--- src/sv/assert_macros.svh ---
// Assertion macros shared by the IMU filter RTL.
// Depends on nothing; compile with ASSERT_OFF defined to drop all checks.
`ifndef ASSERT_MACROS_SVH
`define ASSERT_MACROS_SVH

`ifndef ASSERT_OFF

// Property must hold at every clock edge outside reset
`define ASSERT_CLK(lbl, clk, rstn, prop, msg) \
    lbl: assert property (@(posedge clk) disable iff (!rstn) prop) else $error(msg);

// Condition must never be seen outside reset
`define ASSERT_NEVER(lbl, clk, rstn, cond, msg) \
    `ASSERT_CLK(lbl, clk, rstn, !(cond), msg)

`else

`define ASSERT_CLK(lbl, clk, rstn, prop, msg)
`define ASSERT_NEVER(lbl, clk, rstn, cond, msg)

`endif

`endif

--- src/sv/imu_ma_pkg.sv ---
// Constants and types for the IMU moving-average filter and yaw integrator.
// Depends on nothing; used by imu_moving_average_and_yaw_integrator.
`default_nettype none

package imu_ma_pkg;

    // Sample and window geometry
    localparam int DATA_W   = 16;
    localparam int AXES     = 3;
    localparam int WINDOW   = 20;
    localparam int WIN_LOG  = $clog2(WINDOW);
    localparam int SLOT_W   = WIN_LOG;
    localparam int SAMPLE_W = AXES * DATA_W;

    // Running sum holds up to WINDOW * 2^15 in magnitude
    localparam int SUM_W    = DATA_W + WIN_LOG;

    // Exact divide by WINDOW: floor(mag * RECIP / 2^SHIFT) for every mag < 2^SUM_W
    localparam int SHIFT    = SUM_W + WIN_LOG;
    localparam int RECIP_W  = SUM_W + 1;
    localparam int PROD_W   = SUM_W + RECIP_W;
    localparam logic [RECIP_W-1:0] RECIP =
        RECIP_W'(((64'd1 << SHIFT) + 64'(WINDOW) - 64'd1) / 64'(WINDOW));

    // Yaw accumulator, LSB = 1/65536 degree
    localparam int YAW_W = 40;
    localparam logic signed [YAW_W-1:0] YAW_MAX = {1'b0, {(YAW_W-1){1'b1}}};
    localparam logic signed [YAW_W-1:0] YAW_MIN = {1'b1, {(YAW_W-1){1'b0}}};

    // Stream widths
    localparam int S_TDATA_W = 4 * DATA_W;
    localparam int M_TDATA_W = AXES * DATA_W + YAW_W;

    localparam logic [SLOT_W-1:0] SLOT_LAST = SLOT_W'(WINDOW - 1);

    // One accelerometer triple, X in the lowest lane
    typedef logic [AXES-1:0][DATA_W-1:0] accel_vec_t;

endpackage

`default_nettype wire

--- src/sv/imu_moving_average_and_yaw_integrator.sv ---
// IMU moving-average filter and yaw integrator, top level.
// Depends on imu_ma_pkg and assert_macros.svh.
//
// Takes one raw IMU request per cycle while s_tready is high (three
// accelerometer axes and gyro Z) and returns the mean of the last WINDOW
// samples of each axis (truncated toward zero; windows start filled with
// zeros) and the saturating 40-bit integral of gyro Z in 1/65536 degree.
// Sustained rate is one item per clock while m_tready stays high: the
// sample windows live in one memory with a registered read, and running
// sums are updated by adding the new sample and subtracting the one read
// back from the same slot. A request passes the memory read, the sum
// update, the reciprocal multiply that divides by WINDOW and the output
// register. Per-entry valid bits make the windows read as zero after reset,
// so there is no clearing pass. Each stage holds its request when the next
// is full, so until all stages fill, input is taken while a finished result waits on m_tready.
`default_nettype none
`include "assert_macros.svh"

module imu_moving_average_and_yaw_integrator (
    input  logic                             aclk,
    input  logic                             aresetn,
    input  logic                             s_tvalid,
    output logic                             s_tready,
    // accel_x [15:0], accel_y [31:16], accel_z [47:32], gyro_rate_z [63:48]
    input  logic [imu_ma_pkg::S_TDATA_W-1:0] s_tdata,
    output logic                             m_tvalid,
    input  logic                             m_tready,
    // avg_x [15:0], avg_y [31:16], avg_z [47:32], yaw_angle [87:48]
    output logic [imu_ma_pkg::M_TDATA_W-1:0] m_tdata
);

    localparam int DATA_W = imu_ma_pkg::DATA_W;
    localparam int AXES   = imu_ma_pkg::AXES;
    localparam int WINDOW = imu_ma_pkg::WINDOW;
    localparam int SLOT_W = imu_ma_pkg::SLOT_W;
    localparam int SUM_W  = imu_ma_pkg::SUM_W;
    localparam int PROD_W = imu_ma_pkg::PROD_W;
    localparam int YAW_W  = imu_ma_pkg::YAW_W;
    localparam int SHIFT  = imu_ma_pkg::SHIFT;

    // Window memory and slot pointer
    imu_ma_pkg::accel_vec_t win_mem [WINDOW];
    logic [WINDOW-1:0]      win_valid_reg;
    logic [SLOT_W-1:0]      slot_reg, slot_next;

    // Stage 1: request plus old sample read from its slot
    logic                       s1_valid_reg;
    imu_ma_pkg::accel_vec_t     s1_accel_reg;
    logic signed [DATA_W-1:0]   s1_gyro_reg;
    logic [SLOT_W-1:0]          s1_slot_reg;
    imu_ma_pkg::accel_vec_t     rd_data_reg;
    logic                       rd_valid_reg;

    // Running state
    logic signed [SUM_W-1:0]    sum_reg  [AXES];
    logic signed [SUM_W-1:0]    sum_next [AXES];
    logic signed [YAW_W-1:0]    yaw_reg, yaw_next;
    logic signed [YAW_W:0]      yaw_wide;

    // Stage 2: sums are current in sum_reg
    logic                       s2_valid_reg;
    logic signed [YAW_W-1:0]    s2_yaw_reg;
    logic [SUM_W-1:0]           mag   [AXES];
    logic [PROD_W-1:0]          prod  [AXES];

    // Stage 3: reciprocal products
    logic                       s3_valid_reg;
    logic [PROD_W-1:0]          s3_prod_reg [AXES];
    logic [AXES-1:0]            s3_neg_reg;
    logic signed [YAW_W-1:0]    s3_yaw_reg;
    logic [DATA_W:0]            quot [AXES];
    logic [DATA_W:0]            avg_full [AXES];

    // Output register
    logic                          m_tvalid_reg;
    logic [imu_ma_pkg::M_TDATA_W-1:0] m_tdata_reg;

    // Stage occupancy: a stage loads when empty or when it moves on
    logic out_free, s3_free, s2_free, s1_free, accept;

    assign out_free = !m_tvalid_reg || m_tready;
    assign s3_free  = !s3_valid_reg || out_free;
    assign s2_free  = !s2_valid_reg || s3_free;
    assign s1_free  = !s1_valid_reg || s2_free;
    assign accept   = s_tvalid && s1_free;

    assign s_tready = s1_free;
    assign m_tvalid = m_tvalid_reg;
    assign m_tdata  = m_tdata_reg;

    // Slot pointer wraps at WINDOW
    always_comb begin
        slot_next = (slot_reg == imu_ma_pkg::SLOT_LAST) ? '0 : slot_reg + 1'b1;
    end

    // Window memory: write back at stage 1 exit, read at acceptance
    always_ff @(posedge aclk) begin
        if (s1_valid_reg && s2_free) begin
            win_mem[s1_slot_reg] <= s1_accel_reg;
        end
        if (s1_free) begin
            rd_data_reg <= win_mem[slot_reg];
        end
    end

    // Valid bits and stage 1 control
    always_ff @(posedge aclk) begin
        if (!aresetn) begin
            win_valid_reg <= '0;
            slot_reg      <= '0;
            s1_valid_reg  <= 1'b0;
            rd_valid_reg  <= 1'b0;
        end else begin
            if (s1_valid_reg && s2_free) begin
                win_valid_reg[s1_slot_reg] <= 1'b1;
            end
            if (s1_free) begin
                s1_valid_reg <= s_tvalid;
                rd_valid_reg <= win_valid_reg[slot_reg];
            end
            if (accept) begin
                slot_reg <= slot_next;
            end
        end
    end

    // Stage 1 payload
    always_ff @(posedge aclk) begin
        if (s1_free) begin
            s1_accel_reg <= s_tdata[imu_ma_pkg::SAMPLE_W-1:0];
            s1_gyro_reg  <= s_tdata[imu_ma_pkg::S_TDATA_W-1 -: DATA_W];
            s1_slot_reg  <= slot_reg;
        end
    end

    // Running sums: add the new sample, drop the one it replaces
    always_comb begin
        for (int a = 0; a < AXES; a++) begin
            sum_next[a] = sum_reg[a]
                        + SUM_W'($signed(s1_accel_reg[a]))
                        - SUM_W'($signed(rd_valid_reg ? rd_data_reg[a] : '0));
        end
    end

    // Saturating yaw accumulation
    always_comb begin
        yaw_wide = {yaw_reg[YAW_W-1], yaw_reg} + (YAW_W+1)'(s1_gyro_reg);
        if (yaw_wide[YAW_W] != yaw_wide[YAW_W-1]) begin
            yaw_next = yaw_wide[YAW_W] ? imu_ma_pkg::YAW_MIN : imu_ma_pkg::YAW_MAX;
        end else begin
            yaw_next = yaw_wide[YAW_W-1:0];
        end
    end

    // Stage 1 to 2: state update
    always_ff @(posedge aclk) begin
        if (!aresetn) begin
            for (int a = 0; a < AXES; a++) begin
                sum_reg[a] <= '0;
            end
            yaw_reg      <= '0;
            s2_valid_reg <= 1'b0;
        end else if (s2_free) begin
            s2_valid_reg <= s1_valid_reg;
            if (s1_valid_reg) begin
                for (int a = 0; a < AXES; a++) begin
                    sum_reg[a] <= sum_next[a];
                end
                yaw_reg <= yaw_next;
            end
        end
    end

    always_ff @(posedge aclk) begin
        if (s2_free) begin
            s2_yaw_reg <= yaw_next;
        end
    end

    // Stage 2: magnitude times reciprocal of WINDOW
    always_comb begin
        for (int a = 0; a < AXES; a++) begin
            mag[a]  = sum_reg[a][SUM_W-1] ? SUM_W'(-sum_reg[a]) : SUM_W'(sum_reg[a]);
            prod[a] = PROD_W'(mag[a]) * PROD_W'(imu_ma_pkg::RECIP);
        end
    end

    always_ff @(posedge aclk) begin
        if (!aresetn) begin
            s3_valid_reg <= 1'b0;
        end else if (s3_free) begin
            s3_valid_reg <= s2_valid_reg;
        end
    end

    always_ff @(posedge aclk) begin
        if (s3_free) begin
            for (int a = 0; a < AXES; a++) begin
                s3_prod_reg[a] <= prod[a];
                s3_neg_reg[a]  <= sum_reg[a][SUM_W-1];
            end
            s3_yaw_reg <= s2_yaw_reg;
        end
    end

    // Stage 3: quotient, sign restored (truncation toward zero)
    always_comb begin
        for (int a = 0; a < AXES; a++) begin
            quot[a]     = s3_prod_reg[a][SHIFT +: DATA_W+1];
            avg_full[a] = s3_neg_reg[a] ? (~quot[a] + 1'b1) : quot[a];
        end
    end

    // Output register
    always_ff @(posedge aclk) begin
        if (!aresetn) begin
            m_tvalid_reg <= 1'b0;
        end else if (out_free) begin
            m_tvalid_reg <= s3_valid_reg;
        end
    end

    always_ff @(posedge aclk) begin
        if (out_free) begin
            m_tdata_reg <= {s3_yaw_reg,
                            avg_full[2][DATA_W-1:0],
                            avg_full[1][DATA_W-1:0],
                            avg_full[0][DATA_W-1:0]};
        end
    end

    // Write-back and read of one cycle never hit the same slot
    `ASSERT_NEVER(a_slot_hazard, aclk, aresetn, s1_valid_reg && s2_free && s1_free && (s1_slot_reg == slot_reg), "write-back and read share a window slot")

    // Window valid bits are never cleared outside reset
    `ASSERT_CLK(a_valid_grow, aclk, aresetn, $past(aresetn) |-> (($past(win_valid_reg) & ~win_valid_reg) == '0), "window valid bit cleared")

    // Running sum of axis X moves only when a request leaves stage 1
    `ASSERT_CLK(a_sum_hold, aclk, aresetn, ($past(aresetn) && !$past(s1_valid_reg && s2_free)) |-> $stable(sum_reg[0]), "running sum changed without a request")

    // Input stalls only when every stage is full
    `ASSERT_CLK(a_full_stall, aclk, aresetn, !s_tready |-> (s1_valid_reg && s2_valid_reg && s3_valid_reg && m_tvalid_reg), "input stalled with a free stage")

endmodule

`default_nettype wire
--- config.mk ---
export PLATFORM = sky130hd
export DESIGN_NAME = imu_moving_average_and_yaw_integrator
export DESIGN_NICKNAME = d
export VERILOG_FILES = /design/src/sv/imu_ma_pkg.sv /design/src/sv/imu_moving_average_and_yaw_integrator.sv
export VERILOG_INCLUDE_DIRS = /design/src /design/src/sv
export SDC_FILE = /design/constraint.sdc
export NUM_CORES = 2
export LEC_CHECK = 0
export BUFFER_PORTS_ARGS = -buffer_cell sky130_fd_sc_hd__buf_2
export CORE_ASPECT_RATIO = 0.5
export CORE_MARGIN = 3
export CORE_UTILIZATION = 35
export CTS_CLUSTER_SIZE = 24
export DETAILED_ROUTE_END_ITERATION = 7
export SYNTH_ARGS = -nofsm -noshare
export SYNTH_HDL_FRONTEND = slang
export SYNTH_SLANG_ARGS = --single-unit
--- constraint.sdc ---
create_clock -name aclk -period 16.9 [get_ports aclk]
set_input_delay 1.69 -clock aclk [delete_from_list [all_inputs] [get_ports aclk]]
set_output_delay 1.69 -clock aclk [all_outputs]
set_load 0.02 [all_outputs]
==> flow_metrics.py <==
metrics = {
    "global_route": {
        "use_met1": 0.246,
        "grt_pass1_vias": 46500,
        "use_met2": 0.243,
        "top_usage_layer": "met1",
        "grt_max_degree": 66,
        "grt_pass1_wl_mm": 295,
        "grt_overflow": 0,
        "grt_util_met3": 0.0256,
        "grt.total_usage": 0.161,
        "antenna_found_initial": 16,
    },
    "clock_network": {
        "clock-sinks": 1429,
        "postCtsHoldBufs": 0,
        "htree_levels": 4,
        "cts_tree": "done",
        "path_clk_slew_ps": 60,
        "postCtsResizedCells": 0,
        "insertion_delay_ps": 780,
        "clockBufferDepth": 3,
        "post_cts_buffers": 0,
        "clock-root-buffer": "clkbuf_16",
        "cts_made_buffers": 139,
    },
    "setup_path": {
        "crit_path_max_incr_delay_ps": 750,
        "slowest_stage": "o311ai_0",
        "critical_path_peak_fanout": 5,
        "crit_path_end_kind": "flip-flop",
        "crit_type": "flip-flop to flip-flop",
        "worstPathArrival_ps": 9890,
        "critPathLaunchType": "flip-flop",
        "worstPathRequired_ps": 17410,
    },
    "yosys": {
        "synth_top_area_frac": 0.497,
        "synth_common_cells": "1359 x edfxtp_1, 935 x inv_1, 715 x ha_1, 470 x fa_1, 319 x nand2_1",
        "synth.most_common_cell": "edfxtp_1",
        "synth_async_sr_flop_share": 0,
        "synth_cells": 5750,
        "synthTopCellsByArea": "edfxtp_1 50%, fa_1 11%, ha_1 11%",
        "synth-edff-count": 1359,
        "ys_ff_latch": 1429,
        "ys_warn_count": 0,
        "yosysTopAreaCell": "edfxtp_1",
        "synth-seq-area-share": 0.514,
        "synth_area_mm2": 0.0821,
        "ys.flop_type": "edfxtp_1",
        "syn_area_per_cell_um2": 14.3,
        "ys_types": 80,
        "syn-num-nets": 7003,
    },
    "floorplan": {
        "ios": 158,
        "dieHeight_um": 348,
        "rows": 124,
        "die_area_mm2": 0.241,
        "core_area_mm2": 0.231,
        "die_w_um": 691,
        "initial_utilization": 0.355,
    },
    "cells_and_area": {
        "num-nets-final": 7227,
        "largest_reg_flops": 960,
        "area_delta_synth_final_pct": 11.1,
        "drive_gt1_frac": 0.126,
    },
    "routing": {
        "ant_nets": 0,
        "first_iter_violations": 3838,
        "wl_per_cell_um": 21.1,
        "drc": 0,
        "via_count": 45400,
        "viasPerCell": 4.96,
        "wirelength_mm": 194,
        "dr.pass1.iters": 5,
    },
    "sta": {
        "finalWorstPathRequiredPeriod_ps": 9380,
        "rsz0062_at_grt": "no",
        "setup-tns-final_ps": 0,
        "fin_skew_ps": 42.5,
        "relSlewSlack": 0.186,
        "tightest_slew_ps": 1220,
        "whs_ps": 384,
        "finalCritPeriodShare": 0.555,
        "finalMaxSlewViolations": 0,
        "fmax_mhz": 107,
        "hold_viol_final": 0,
        "finalSetupViolations": 0,
    },
    "status": {
        "status": "finished, final reports clean",
    },
    "hold_path": {
        "hold_path.class": "flip-flop to flip-flop",
    },
    "place": {
        "port_buffers": 157,
        "dp_hpwl_mm": 135,
        "gp_congestion": 0.888,
    },
    "flow_run": {
        "maxCapViolations": 0,
    },
}
==> final timing paths <==
| path | start | end | slack, ps | cells past startpoint |
|---|---|---|---|---|
| max reg2reg | sum_reg[0][26] | s3_prod_reg[0][76] | 7520 | 30 |
| min | s2_yaw_reg[23] | s3_yaw_reg[23] | 380 | 0 |
| max | sum_reg[0][26] | s3_prod_reg[0][76] | 7520 | 30 |
| min reg2reg | s2_yaw_reg[23] | s3_yaw_reg[23] | 380 | 0 |
==> cells by family after synthesis <==
family / synth area share
AND/OR/NAND/NOR: 0.0463
multiplexers: 0.0814
XOR/XNOR: 0.0351
adder cells (fa/ha/maj): 0.225
buffers and inverters: 0.0494
flip-flops: 0.514
AO/OA/AOI/OAI: 0.0482
==> per-stage QoR <==
stage	cells	utilization	setup WS [ps]	instance area, um2
2_1_floorplan	5750	-	8750	82100
3_3_place_gp	8920	0.376	7640	86800
3_5_place_dp	8920	0.376	7490	86800
4_1_cts	9168	0.395	7470	91200
5_1_grt	9168	0.395	6790	91200
6_report	9170	0.395	7520	91200
==> cell type report <==
| type | count | area (um2) |
|---|---|---|
| Inverter | 935 | 3510 |
| Clock inverter | 70 | 673 |
| Multi-Input combinational cell | 3246 | 36000 |
| Antenna cell | 2 | 5.00 |
| Tap cell | 3087 | 3860 |
| Timing Repair Buffer | 223 | 1280 |
| Fill cell | 21500 | 140000 |
| Sequential cell | 1429 | 42200 |
| Clock buffer | 178 | 3680 |
==> worst max-delay path: cells and delay by family, from the launching register on <==
| kind | cells | cell delay [ps] |
|---|---|---|
| XOR/XNOR | 2 | 440 |
| flip-flops | 1 | 480 |
| AND/OR/NAND/NOR | 9 | 2500 |
| AO/OA/AOI/OAI | 6 | 1930 |
| buffers and inverters | 5 | 350 |
| adder cells (fa/ha/maj) | 8 | 3420 |
==> cell usage in the layout, fill, tap and decap left out, drive strengths merged, types with 23 or more instances in the layout <==
cell type / instances
edfxtp: 1359
inv: 944
ha: 715
fa: 470
nand2: 319
mux4: 294
xnor2: 228
buf: 223
nor2: 182
clkbuf: 178
a21oi: 146
o21ai: 145
a21o: 106
xor2: 101
dfxtp: 70
and2: 63
clkinv: 51
nor3: 46
o21a: 43
nand3: 36
nor2b: 32
nand2b: 28
o31ai: 27
and3: 24
nand4: 23
==> layer usage <==
| layer | share of wire | vias to the layer above |
|---|---|---|
| li1 | - | 20900 |
| met1 | 0.49 | 23200 |
| met2 | 0.44 | 1127 |
| met3 | 0.059 | 200 |
| met5 | 0.00036 | - |
| met4 | 0.015 | 10 |
Power is left out: the tool's default activity adds up to more than one toggle a clock period on the data nets, which glitch-free logic cannot reach.
